$ cat config.mk
export PLATFORM = sky130hd
export DESIGN_NAME = servo_heartbeat_pattern_sequencer_unit
export DESIGN_NICKNAME = d
export VERILOG_FILES = /design/src/hw/rtl/shps_pkg.sv /design/src/hw/rtl/shps_ctrl.sv /design/src/hw/rtl/shps_dp.sv /design/src/hw/rtl/servo_heartbeat_pattern_sequencer_unit.sv
export SDC_FILE = /design/constraint.sdc
export NUM_CORES = 1
export LEC_CHECK = 0
export ABC_AREA = 1
export BUFFER_PORTS_ARGS = -buffer_cell sky130_fd_sc_hd__buf_4
export CORE_UTILIZATION = 45
export CTS_CLUSTER_DIAMETER = 60
export CTS_CLUSTER_SIZE = 14
export DETAILED_ROUTE_END_ITERATION = 6
export SKIP_LAST_GASP = 1
export SLEW_MARGIN = 15
export SYNTH_ARGS = -nofsm -noshare
export SYNTH_HDL_FRONTEND = slang
export SYNTH_SLANG_ARGS = --single-unit
$ cat constraint.sdc
create_clock -name clk -period 13.3 [get_ports clk]
set_input_delay 0.665 -clock clk [delete_from_list [all_inputs] [get_ports clk]]
set_output_delay 0.665 -clock clk [all_outputs]
set_load 0.005 [all_outputs]
$ cat src/hw/rtl/shps_pkg.sv
`default_nettype none
package shps_pkg;

  // Register indexes on the configuration port
  localparam int unsigned CfgIdxW = 3;
  localparam logic [CfgIdxW-1:0] REG_HOLD_WIDTH   = 3'd0;
  localparam logic [CfgIdxW-1:0] REG_REST_WIDTH_C = 3'd1;
  localparam logic [CfgIdxW-1:0] REG_BASE_PERIOD  = 3'd2;
  localparam logic [CfgIdxW-1:0] REG_GAP_ONE      = 3'd3;
  localparam logic [CfgIdxW-1:0] REG_GAP_TWO      = 3'd4;

  // Register reset values
  localparam logic [7:0] HOLD_WIDTH_RST   = 8'd224;
  localparam logic [7:0] REST_WIDTH_C_RST = 8'd126;
  localparam logic [7:0] BASE_PERIOD_RST  = 8'd25;
  localparam logic [7:0] GAP_ONE_RST      = 8'd5;
  localparam logic [7:0] GAP_TWO_RST      = 8'd8;

  // Phase counter starts at the top so the first frame wraps
  localparam logic [7:0] PHASE_RST = 8'hFF;
  localparam logic [7:0] WIDTH_MAX = 8'hFF;

  // One quotient bit per divider step
  localparam int unsigned DIV_STEPS = 8;

  // Reciprocal constants for speed/9 and speed/3 (speed is 7 bits)
  localparam logic [5:0] RECIP_NINE  = 6'd57;
  localparam logic [7:0] RECIP_THREE = 8'd171;
  localparam int unsigned RECIP_SHIFT = 9;

  typedef enum logic [2:0] {
    ST_IDLE,
    ST_DIV,
    ST_LOOKUP,
    ST_SWING,
    ST_WRAP1,
    ST_WRAP2,
    ST_WRAP3
  } shps_state_t;

  // Controller -> datapath
  typedef struct packed {
    logic load;       // capture result and sample
    logic div_init;
    logic div_step;
    logic lookup;
    logic swing;
    logic win_two;
    logic win_three;
    logic wrap_one;
    logic wrap_two;
    logic wrap_three;
  } shps_cmd_t;

  // Datapath -> controller
  typedef struct packed {
    logic out_valid;
    logic lt_one;
    logic lt_two;
    logic lt_three;
    logic div_last;
  } shps_sts_t;

  // Quarter-sine table
  localparam logic [7:0] QSINE [0:255] = '{
    8'd0, 8'd2, 8'd3, 8'd5, 8'd6, 8'd8, 8'd9, 8'd11,
    8'd13, 8'd14, 8'd16, 8'd17, 8'd19, 8'd20, 8'd22, 8'd23,
    8'd25, 8'd27, 8'd28, 8'd30, 8'd31, 8'd33, 8'd34, 8'd36,
    8'd37, 8'd39, 8'd41, 8'd42, 8'd44, 8'd45, 8'd47, 8'd48,
    8'd50, 8'd51, 8'd53, 8'd54, 8'd56, 8'd57, 8'd59, 8'd60,
    8'd62, 8'd63, 8'd65, 8'd67, 8'd68, 8'd70, 8'd71, 8'd73,
    8'd74, 8'd76, 8'd77, 8'd79, 8'd80, 8'd81, 8'd83, 8'd84,
    8'd86, 8'd87, 8'd89, 8'd90, 8'd92, 8'd93, 8'd95, 8'd96,
    8'd98, 8'd99, 8'd100, 8'd102, 8'd103, 8'd105, 8'd106, 8'd108,
    8'd109, 8'd110, 8'd112, 8'd113, 8'd115, 8'd116, 8'd117, 8'd119,
    8'd120, 8'd122, 8'd123, 8'd124, 8'd126, 8'd127, 8'd128, 8'd130,
    8'd131, 8'd132, 8'd134, 8'd135, 8'd136, 8'd138, 8'd139, 8'd140,
    8'd142, 8'd143, 8'd144, 8'd146, 8'd147, 8'd148, 8'd149, 8'd151,
    8'd152, 8'd153, 8'd154, 8'd156, 8'd157, 8'd158, 8'd159, 8'd161,
    8'd162, 8'd163, 8'd164, 8'd165, 8'd167, 8'd168, 8'd169, 8'd170,
    8'd171, 8'd172, 8'd174, 8'd175, 8'd176, 8'd177, 8'd178, 8'd179,
    8'd180, 8'd181, 8'd183, 8'd184, 8'd185, 8'd186, 8'd187, 8'd188,
    8'd189, 8'd190, 8'd191, 8'd192, 8'd193, 8'd194, 8'd195, 8'd196,
    8'd197, 8'd198, 8'd199, 8'd200, 8'd201, 8'd202, 8'd203, 8'd204,
    8'd205, 8'd206, 8'd207, 8'd208, 8'd208, 8'd209, 8'd210, 8'd211,
    8'd212, 8'd213, 8'd214, 8'd215, 8'd215, 8'd216, 8'd217, 8'd218,
    8'd219, 8'd220, 8'd220, 8'd221, 8'd222, 8'd223, 8'd223, 8'd224,
    8'd225, 8'd226, 8'd226, 8'd227, 8'd228, 8'd228, 8'd229, 8'd230,
    8'd231, 8'd231, 8'd232, 8'd232, 8'd233, 8'd234, 8'd234, 8'd235,
    8'd236, 8'd236, 8'd237, 8'd237, 8'd238, 8'd238, 8'd239, 8'd240,
    8'd240, 8'd241, 8'd241, 8'd242, 8'd242, 8'd243, 8'd243, 8'd244,
    8'd244, 8'd244, 8'd245, 8'd245, 8'd246, 8'd246, 8'd247, 8'd247,
    8'd247, 8'd248, 8'd248, 8'd248, 8'd249, 8'd249, 8'd249, 8'd250,
    8'd250, 8'd250, 8'd251, 8'd251, 8'd251, 8'd252, 8'd252, 8'd252,
    8'd252, 8'd252, 8'd253, 8'd253, 8'd253, 8'd253, 8'd253, 8'd254,
    8'd254, 8'd254, 8'd254, 8'd254, 8'd254, 8'd254, 8'd255, 8'd255,
    8'd255, 8'd255, 8'd255, 8'd255, 8'd255, 8'd255, 8'd255, 8'd255
  };

endpackage
`default_nettype wire

$ cat src/hw/rtl/shps_ctrl.sv
`default_nettype none
module shps_ctrl
  import shps_pkg::*;
(
  input  wire logic      clk,
  input  wire logic      rst_n,
  input  wire logic      in_tvalid,
  output logic           in_tready,
  input  wire logic      out_tready,
  input  wire shps_sts_t sts,
  output shps_cmd_t      cmd
);

  shps_state_t state_r;
  shps_state_t state_nxt;

  // State register
  always_ff @(posedge clk) begin
    if (!rst_n) begin
      state_r <= ST_IDLE;
    end else begin
      state_r <= state_nxt;
    end
  end

  // Take a new frame when idle and the output slot is empty or frees up this cycle
  assign in_tready = (state_r == ST_IDLE) && (!sts.out_valid || out_tready);

  // Next state and commands
  always_comb begin
    state_nxt = state_r;
    cmd       = '0;
    case (state_r)
      ST_IDLE: begin
        if (in_tvalid && in_tready) begin
          cmd.load = 1'b1;
          if (sts.lt_one) begin
            cmd.div_init = 1'b1;
            state_nxt    = ST_DIV;
          end else if (sts.lt_two) begin
            cmd.win_two = 1'b1;
          end else if (sts.lt_three) begin
            cmd.win_three = 1'b1;
          end else begin
            state_nxt = ST_WRAP1;
          end
        end
      end
      ST_DIV: begin
        cmd.div_step = 1'b1;
        if (sts.div_last) begin
          state_nxt = ST_LOOKUP;
        end
      end
      ST_LOOKUP: begin
        cmd.lookup = 1'b1;
        state_nxt  = ST_SWING;
      end
      ST_SWING: begin
        cmd.swing = 1'b1;
        state_nxt = ST_IDLE;
      end
      ST_WRAP1: begin
        cmd.wrap_one = 1'b1;
        state_nxt    = ST_WRAP2;
      end
      ST_WRAP2: begin
        cmd.wrap_two = 1'b1;
        state_nxt    = ST_WRAP3;
      end
      ST_WRAP3: begin
        cmd.wrap_three = 1'b1;
        state_nxt      = ST_IDLE;
      end
      default: begin
        state_nxt = ST_IDLE;
      end
    endcase
  end

endmodule
`default_nettype wire

$ cat src/hw/rtl/shps_dp.sv
`default_nettype none
module shps_dp
  import shps_pkg::*;
(
  input  wire logic               clk,
  input  wire logic               rst_n,
  input  wire shps_cmd_t          cmd,
  output shps_sts_t               sts,
  input  wire logic [7:0]         adc_sample,
  input  wire logic               out_tready,
  output logic                    out_valid,
  output logic                    pulse_valid,
  output logic [7:0]              width_a,
  output logic [7:0]              width_b,
  output logic [7:0]              width_c,
  input  wire logic               cfg_valid,
  input  wire logic [CfgIdxW-1:0] cfg_index,
  input  wire logic [7:0]         cfg_data
);

  // Configuration registers
  logic [7:0] hold_width_r, rest_width_c_r, base_period_r, gap_one_r, gap_two_r;

  always_ff @(posedge clk) begin
    if (!rst_n) begin
      hold_width_r   <= HOLD_WIDTH_RST;
      rest_width_c_r <= REST_WIDTH_C_RST;
      base_period_r  <= BASE_PERIOD_RST;
      gap_one_r      <= GAP_ONE_RST;
      gap_two_r      <= GAP_TWO_RST;
    end else if (cfg_valid) begin
      case (cfg_index)
        REG_HOLD_WIDTH:   hold_width_r   <= cfg_data;
        REG_REST_WIDTH_C: rest_width_c_r <= cfg_data;
        REG_BASE_PERIOD:  base_period_r  <= cfg_data;
        REG_GAP_ONE:      gap_one_r      <= cfg_data;
        REG_GAP_TWO:      gap_two_r      <= cfg_data;
        default: ;
      endcase
    end
  end

  // Sequencer state
  logic [7:0] phase_r, phase_nxt;
  logic [7:0] lim1_r, lim1_nxt, lim2_r, lim2_nxt, lim3_r, lim3_nxt;
  logic [7:0] cur_a_r, cur_a_nxt, cur_b_r, cur_b_nxt, cur_c_r, cur_c_nxt;

  // Working registers: sample, divider, table value
  logic [7:0] sample_r;
  logic [7:0] rem_r, rem_nxt;
  logic [7:0] quo_r, quo_nxt;
  logic [2:0] cnt_r, cnt_nxt;
  logic [7:0] sine_r;

  // Output register
  logic       out_valid_r, out_valid_nxt;
  logic       pulse_r;
  logic [7:0] out_a_r, out_b_r, out_c_r;

  // Divider step: 256*phase/limit_one, one quotient bit per cycle
  logic [8:0] rem_sh;
  logic       rem_ge;
  assign rem_sh = {rem_r, 1'b0};
  assign rem_ge = rem_sh >= {1'b0, lim1_r};

  // Swing widths
  logic [7:0] half, quarter;
  logic [8:0] c_sum;
  assign half    = {1'b0, sine_r[7:1]};
  assign quarter = {2'b00, sine_r[7:2]};
  assign c_sum   = {1'b0, rest_width_c_r} + {1'b0, quarter};

  // Limit sums at wrap
  logic [6:0]  speed;
  logic [12:0] prod_nine;
  logic [14:0] prod_three;
  logic [3:0]  speed_div9;
  logic [5:0]  speed_div3;
  logic [8:0]  sum_one;
  logic [9:0]  sum_two, sum_three;

  assign speed      = sample_r[7:1];
  assign prod_nine  = speed * RECIP_NINE;
  assign prod_three = speed * RECIP_THREE;
  assign speed_div9 = prod_nine[RECIP_SHIFT +: 4];
  assign speed_div3 = prod_three[RECIP_SHIFT +: 6];
  assign sum_one    = {1'b0, base_period_r} + {2'b00, speed};
  assign sum_two    = {2'b00, lim1_r} + {2'b00, gap_one_r} + {6'd0, speed_div9};
  assign sum_three  = {2'b00, lim2_r} + {2'b00, gap_two_r} + {4'd0, speed_div3};

  always_comb begin
    phase_nxt     = phase_r;
    lim1_nxt      = lim1_r;
    lim2_nxt      = lim2_r;
    lim3_nxt      = lim3_r;
    cur_a_nxt     = cur_a_r;
    cur_b_nxt     = cur_b_r;
    cur_c_nxt     = cur_c_r;
    rem_nxt       = rem_r;
    quo_nxt       = quo_r;
    cnt_nxt       = cnt_r;
    out_valid_nxt = out_valid_r;

    // Result slot
    if (cmd.load) begin
      out_valid_nxt = 1'b1;
    end else if (out_tready) begin
      out_valid_nxt = 1'b0;
    end

    if (cmd.div_init) begin
      rem_nxt = phase_r;
      quo_nxt = '0;
      cnt_nxt = '0;
    end
    if (cmd.div_step) begin
      rem_nxt = rem_ge ? 8'(rem_sh - {1'b0, lim1_r}) : rem_sh[7:0];
      quo_nxt = {quo_r[6:0], rem_ge};
      cnt_nxt = cnt_r + 3'd1;
    end

    // Swing window
    if (cmd.swing) begin
      cur_a_nxt = (hold_width_r > half) ? 8'(hold_width_r - half) : 8'd0;
      cur_b_nxt = cur_a_nxt;
      cur_c_nxt = c_sum[8] ? WIDTH_MAX : c_sum[7:0];
      phase_nxt = phase_r + 8'd1;
    end
    // Hold windows
    if (cmd.win_two) begin
      cur_a_nxt = hold_width_r;
      cur_c_nxt = rest_width_c_r;
      phase_nxt = phase_r + 8'd1;
    end
    if (cmd.win_three) begin
      cur_b_nxt = hold_width_r;
      phase_nxt = phase_r + 8'd1;
    end

    // Wrap: new limits, one per cycle
    if (cmd.wrap_one) begin
      lim1_nxt  = sum_one[8] ? WIDTH_MAX : sum_one[7:0];
      phase_nxt = 8'd1;
    end
    if (cmd.wrap_two) begin
      lim2_nxt = (sum_two[9:8] != 2'b00) ? WIDTH_MAX : sum_two[7:0];
    end
    if (cmd.wrap_three) begin
      lim3_nxt = (sum_three[9:8] != 2'b00) ? WIDTH_MAX : sum_three[7:0];
    end
  end

  // State with reset values
  always_ff @(posedge clk) begin
    if (!rst_n) begin
      phase_r     <= PHASE_RST;
      lim1_r      <= '0;
      lim2_r      <= '0;
      lim3_r      <= '0;
      cur_a_r     <= '0;
      cur_b_r     <= '0;
      cur_c_r     <= '0;
      cnt_r       <= '0;
      out_valid_r <= 1'b0;
    end else begin
      phase_r     <= phase_nxt;
      lim1_r      <= lim1_nxt;
      lim2_r      <= lim2_nxt;
      lim3_r      <= lim3_nxt;
      cur_a_r     <= cur_a_nxt;
      cur_b_r     <= cur_b_nxt;
      cur_c_r     <= cur_c_nxt;
      cnt_r       <= cnt_nxt;
      out_valid_r <= out_valid_nxt;
    end
  end

  // Payload registers
  always_ff @(posedge clk) begin
    rem_r <= rem_nxt;
    quo_r <= quo_nxt;
    if (cmd.load) begin
      sample_r <= adc_sample;
      pulse_r  <= (cur_a_r != 8'd0);
      out_a_r  <= cur_a_r;
      out_b_r  <= cur_b_r;
      out_c_r  <= cur_c_r;
    end
    if (cmd.lookup) begin
      sine_r <= QSINE[quo_r];
    end
  end

  assign sts.out_valid = out_valid_r;
  assign sts.lt_one    = phase_r < lim1_r;
  assign sts.lt_two    = phase_r < lim2_r;
  assign sts.lt_three  = phase_r < lim3_r;
  assign sts.div_last  = cnt_r == 3'(DIV_STEPS - 1);

  assign out_valid   = out_valid_r;
  assign pulse_valid = pulse_r;
  assign width_a     = out_a_r;
  assign width_b     = out_b_r;
  assign width_c     = out_c_r;

endmodule
`default_nettype wire

$ cat src/hw/rtl/servo_heartbeat_pattern_sequencer_unit.sv
// Servo heartbeat pattern sequencer. Each input transfer is one servo frame
// carrying an 8-bit speed sample; each frame yields one output transfer with
// the three pulse widths set by the previous frame and a pulse flag (set when
// width_a is nonzero). Frames in the swing window run an 8-step restoring
// divider (256*phase/limit_one), a sine table read and a width update, so the
// input is ready again after the divider, lookup and swing states. A wrap
// frame recomputes the three limits one per cycle; frames in the two hold
// windows finish in the transfer cycle. A finished result sits in an output
// register, so the next frame is taken as soon as that result is taken or in
// the same cycle it leaves. Configuration writes are always ready and must
// only be issued while no frame is in flight; unknown indexes are ignored.
`default_nettype none
module servo_heartbeat_pattern_sequencer_unit
  import shps_pkg::*;
(
  input  wire logic               clk,
  input  wire logic               rst_n,
  // input stream
  input  wire logic               in_tvalid,
  output logic                    in_tready,
  input  wire logic [7:0]         in_tdata,   // [7:0] adc_sample
  // result stream
  output logic                    out_tvalid,
  input  wire logic               out_tready,
  output logic [23:0]             out_tdata,  // [7:0] width_a, [15:8] width_b,
                                              // [23:16] width_c
  output logic                    out_tuser,  // [0] pulse_valid
  // configuration writes
  input  wire logic               cfg_valid,
  output logic                    cfg_ready,
  input  wire logic [CfgIdxW-1:0] cfg_index,
  input  wire logic [7:0]         cfg_data
);

  shps_cmd_t  cmd;
  shps_sts_t  sts;
  logic [7:0] width_a, width_b, width_c;

  assign cfg_ready = 1'b1;

  shps_ctrl u_ctrl (
    .clk        (clk),
    .rst_n      (rst_n),
    .in_tvalid  (in_tvalid),
    .in_tready  (in_tready),
    .out_tready (out_tready),
    .sts        (sts),
    .cmd        (cmd)
  );

  shps_dp u_dp (
    .clk         (clk),
    .rst_n       (rst_n),
    .cmd         (cmd),
    .sts         (sts),
    .adc_sample  (in_tdata),
    .out_tready  (out_tready),
    .out_valid   (out_tvalid),
    .pulse_valid (out_tuser),
    .width_a     (width_a),
    .width_b     (width_b),
    .width_c     (width_c),
    .cfg_valid   (cfg_valid),
    .cfg_index   (cfg_index),
    .cfg_data    (cfg_data)
  );

  assign out_tdata = {width_c, width_b, width_a};

  // Every accepted frame leaves a result behind
  a_result_after_transfer: assert property (@(posedge clk) disable iff (!rst_n)
    in_tvalid && in_tready |=> out_tvalid)
    else $error("no result after input transfer");

  // Pulse flag agrees with the reported first width
  a_pulse_flag: assert property (@(posedge clk) disable iff (!rst_n)
    out_tvalid |-> (out_tuser == (out_tdata[7:0] != 8'd0)))
    else $error("pulse flag disagrees with width_a");

  // Divider only starts inside the swing window
  a_div_in_swing: assert property (@(posedge clk) disable iff (!rst_n)
    cmd.div_init |-> sts.lt_one)
    else $error("divider started outside swing window");

  // Divider steps never overlap an input transfer
  a_no_accept_busy: assert property (@(posedge clk) disable iff (!rst_n)
    cmd.div_step |-> !in_tready)
    else $error("input ready while dividing");

endmodule
`default_nettype wire
==> reports/results.ini <==
[pwr]
power_frac_seq_pct = 25.2
leakagePower_nw = 6.46
p_sw_share_pct = 46.7
max-vdd-ir-drop_uv = 214
clock_power_share_pct = 17.7
p_int_mw = 1.51
p_comb_share_pct = 57.1
switchingPower_mw = 1.32
p_per_area_mw_per_mm2 = 216

[timing]
slew_violations = 0
skew_ps = 14.8
hold_viol = 0
max_freq_mhz = 180
worst_pin_slew_ps = 998
rsz0062_at_grt = false
maxSlewHeadroom_pct = 33.0
fin_crit_ps = 5560
fin_crit_sh_pct = 41.8
fin_tns_setup_ps = 0
setup_viol = 0
setup_ws_ps = 7740

[routing]
drt_iter0_drc = 785
ant_nets = 0
wl_met1_microns = 15100
wl_per_cell_microns = 14.9
highest_layer = met4
drtPass1Iterations = 5
drc = 0
wirelength_microns = 29100
vias_per_cell = 5.24
wl_met2_microns = 12500
met3WireLength_microns = 970
vias = 10300

[synth]
yosysMostFrequentCell = nand2_1
synth_nets = 1773
syn_area_per_cell_sq_um = 7.50
ys_types = 51
synth_area_leaders = dfxtp_1 (17%), ha_1 (15%), edfxtp_1 (14%)
synth-edff-count = 55
synth_top_area_share_pct = 17.4
synth_top_area_cell = dfxtp_1
synth-seq-cells = 158
synth-async-reset-ratio_pct = 0
ys_warn_count = 0
synth_area_sq_mm = 0.0118
synth-main-ff-cell = dfxtp_1
synthCells = 1580
yosysSeqAreaShare_pct = 31.4
ys_top_cells_by_count = nand2_1 (342), inv_1 (213), nor2_1 (156)

[floorplanning]
start_util_pct = 45.7
rows = 59
core_sq_mm = 0.0259
dieArea_sq_mm = 0.0270
pin_count = 52
die_y_microns = 164
die_w_microns = 164

[layout]
instances_no_fill = 1962
areaGrowthSynthToFinish_pct = 10.6
nets = 1807
antennaDiodeCount = 0
fill_cells = 2600
finish.utilization_pct = 50.5
drive_gt1_share_pct = 6.70

[critical_path]
cp.required_ps = 13630
r2r_start = u_dp.sample_r[6]$_DFFE_PP_
cp-end-kind = flop
crit_type = reg2reg
worstRegToRegCells = 24
r2r-end = u_dp.lim3_r[7]$_SDFFE_PN0N_
start_kind = flop
r2r_slack_ps = 7740
crit_arrival_ps = 5890
cp_max_fo = 9

[clock_network]
clkTransAtPathRegs_ps = 70
cts_hold_buf = 0
cts_setup_buffers = 0
htree_levels = 4
clkLatencyLatePin_ps = 440
clock_sinks = 158
cts_buffers = 17
root_buffer = clkbuf_16
cts_resized = 0
cts_tree = done
clk_path_buf_depth = 2

[worst_hold_path]
whs_path_depth = 1
min_to = u_dp.sample_r[3]$_DFFE_PP_
hp-start = in_tdata[3]
hold_class = in2reg

[status]
status = complete, no violations

[global_route]
grt_antenna_before_repair = 0
overflow = 0
grt_max_degree = 88
grt_pass1_wl_microns = 48400
grt_use_total_pct = 22.7
grt_pass1_vias = 9458

[job]
cap_violations = 0

[placement]
place_ws_ps = 7780
gp_congestion = 0.876
io_buffers = 49
dp_cells = 1930
hpwlAfterDp_microns = 22100

==> how the worst max path moves through the flow <==
stage | slack [ps] | startpoint | endpoint | depth (start not counted)
after CTS | 7740 | u_dp.sample_r[6]$_DFFE_PP_ | u_dp.lim3_r[7]$_SDFFE_PN0N_ | 24
after detailed placement | 7780 | u_dp.sample_r[6]$_DFFE_PP_ | u_dp.lim3_r[7]$_SDFFE_PN0N_ | 24
after floorplan | 8400 | u_dp.sample_r[6]$_DFFE_PP_ | u_dp.lim3_r[7]$_SDFFE_PN0N_ | 24
final | 7740 | u_dp.sample_r[6]$_DFFE_PP_ | u_dp.lim3_r[7]$_SDFFE_PN0N_ | 24
after global routing | 7270 | u_dp.sample_r[6]$_DFFE_PP_ | u_dp.lim3_r[7]$_SDFFE_PN0N_ | 24
after global placement | 7830 | u_dp.sample_r[6]$_DFFE_PP_ | u_dp.lim3_r[7]$_SDFFE_PN0N_ | 24
==> metrics by stage <==
stage               instance area (sq um)  hold slack (ps)  total power, mW
floorplan                           11800              403             1.95
global placement                    12500              413             2.31
detailed placement                  12500              416             2.33
CTS                                 13100              383             2.84
global route                        13100              391             3.13
finish                              13100              398             2.83
==> kinds of logic after synthesis <==
family | synth area share, %
and+or+nand+nor | 25.3
buffers and inverters | 8.48
AOI/OAI and AO/OA | 12.0
adders and majority gates | 19.4
DFF | 31.4
xor gates and xnor gates | 3.48
other | 0.0317
==> routing by layer <==
metal | vias up | GRT usage (%)
met4 | 0 | 7.03
met1 | 4729 | 33.6
met3 | 34 | 2.42
met2 | 192 | 34.5
li1 | 5326 | -
met5 | - | 0
==> critical path, cell delays in order (launching register included) <==
cell      delay, ps
edfxtp_1        660
inv_1           210
ha_1            390
fa_1            450
fa_1            480
inv_1            50
fa_1            450
ha_1            340
a21oi_1         170
o21ai_0         130
a31oi_1         260
o21ai_0         150
xor2_1          160
ha_1            340
inv_1            80
o21bai_1        170
nand3_1         100
o211ai_1        140
nand2_1          80
nor2_1          130
nand2_1          60
nand2_1         200
nand2_1          80
nor2_1          110
nor2_1           50
==> power by group through the flow <==
stage	Combinational [mW]	Sequential [mW]	Clock, mW
floorplan	1.28	0.673	0
global placement	1.58	0.721	0
detailed placement	1.60	0.723	0
CTS	1.62	0.712	0.509
global route	1.88	0.727	0.529
finish	1.61	0.712	0.501
==> layout make-up <==
cell class	count	area, sq um	share of cell area [%]
tap	335	419	3.20
inverter	220	831	6.34
clock inverter	15	198	1.51
timing repair buffer	51	383	2.92
clock buffer	17	425	3.25
multi-input combinational	1166	7120	54.4
sequential	158	3710	28.4
==> cells in the final DEF (no fill, tap or decap), types with 3 or more instances in the layout <==
cell         n
clkinv_8     8
nor3_1      11
o31ai_1      3
o21bai_1     4
fa_1        25
o221ai_1     4
a221oi_1     3
inv_2        3
nand4_1     27
o21ai_0     88
xnor2_1     23
nand2_2      4
inv_1      213
ha_1       144
inv_8        3
a21o_1       5
o2111ai_1    5
nand3_1    133
dfxtp_1    103
clkbuf_16   17
buf_4       51
or2_2        6
nand3b_1     3
clkinv_4     3
nor2_1     156
a22oi_1      4
a211oi_1     3
xor2_1      24
a31oi_1     10
edfxtp_1    55
clkinv_1     3
nor2_4       4
a21oi_1    101
nand2_1    342
o211ai_1    12
(Power assumes the default switching activity.)
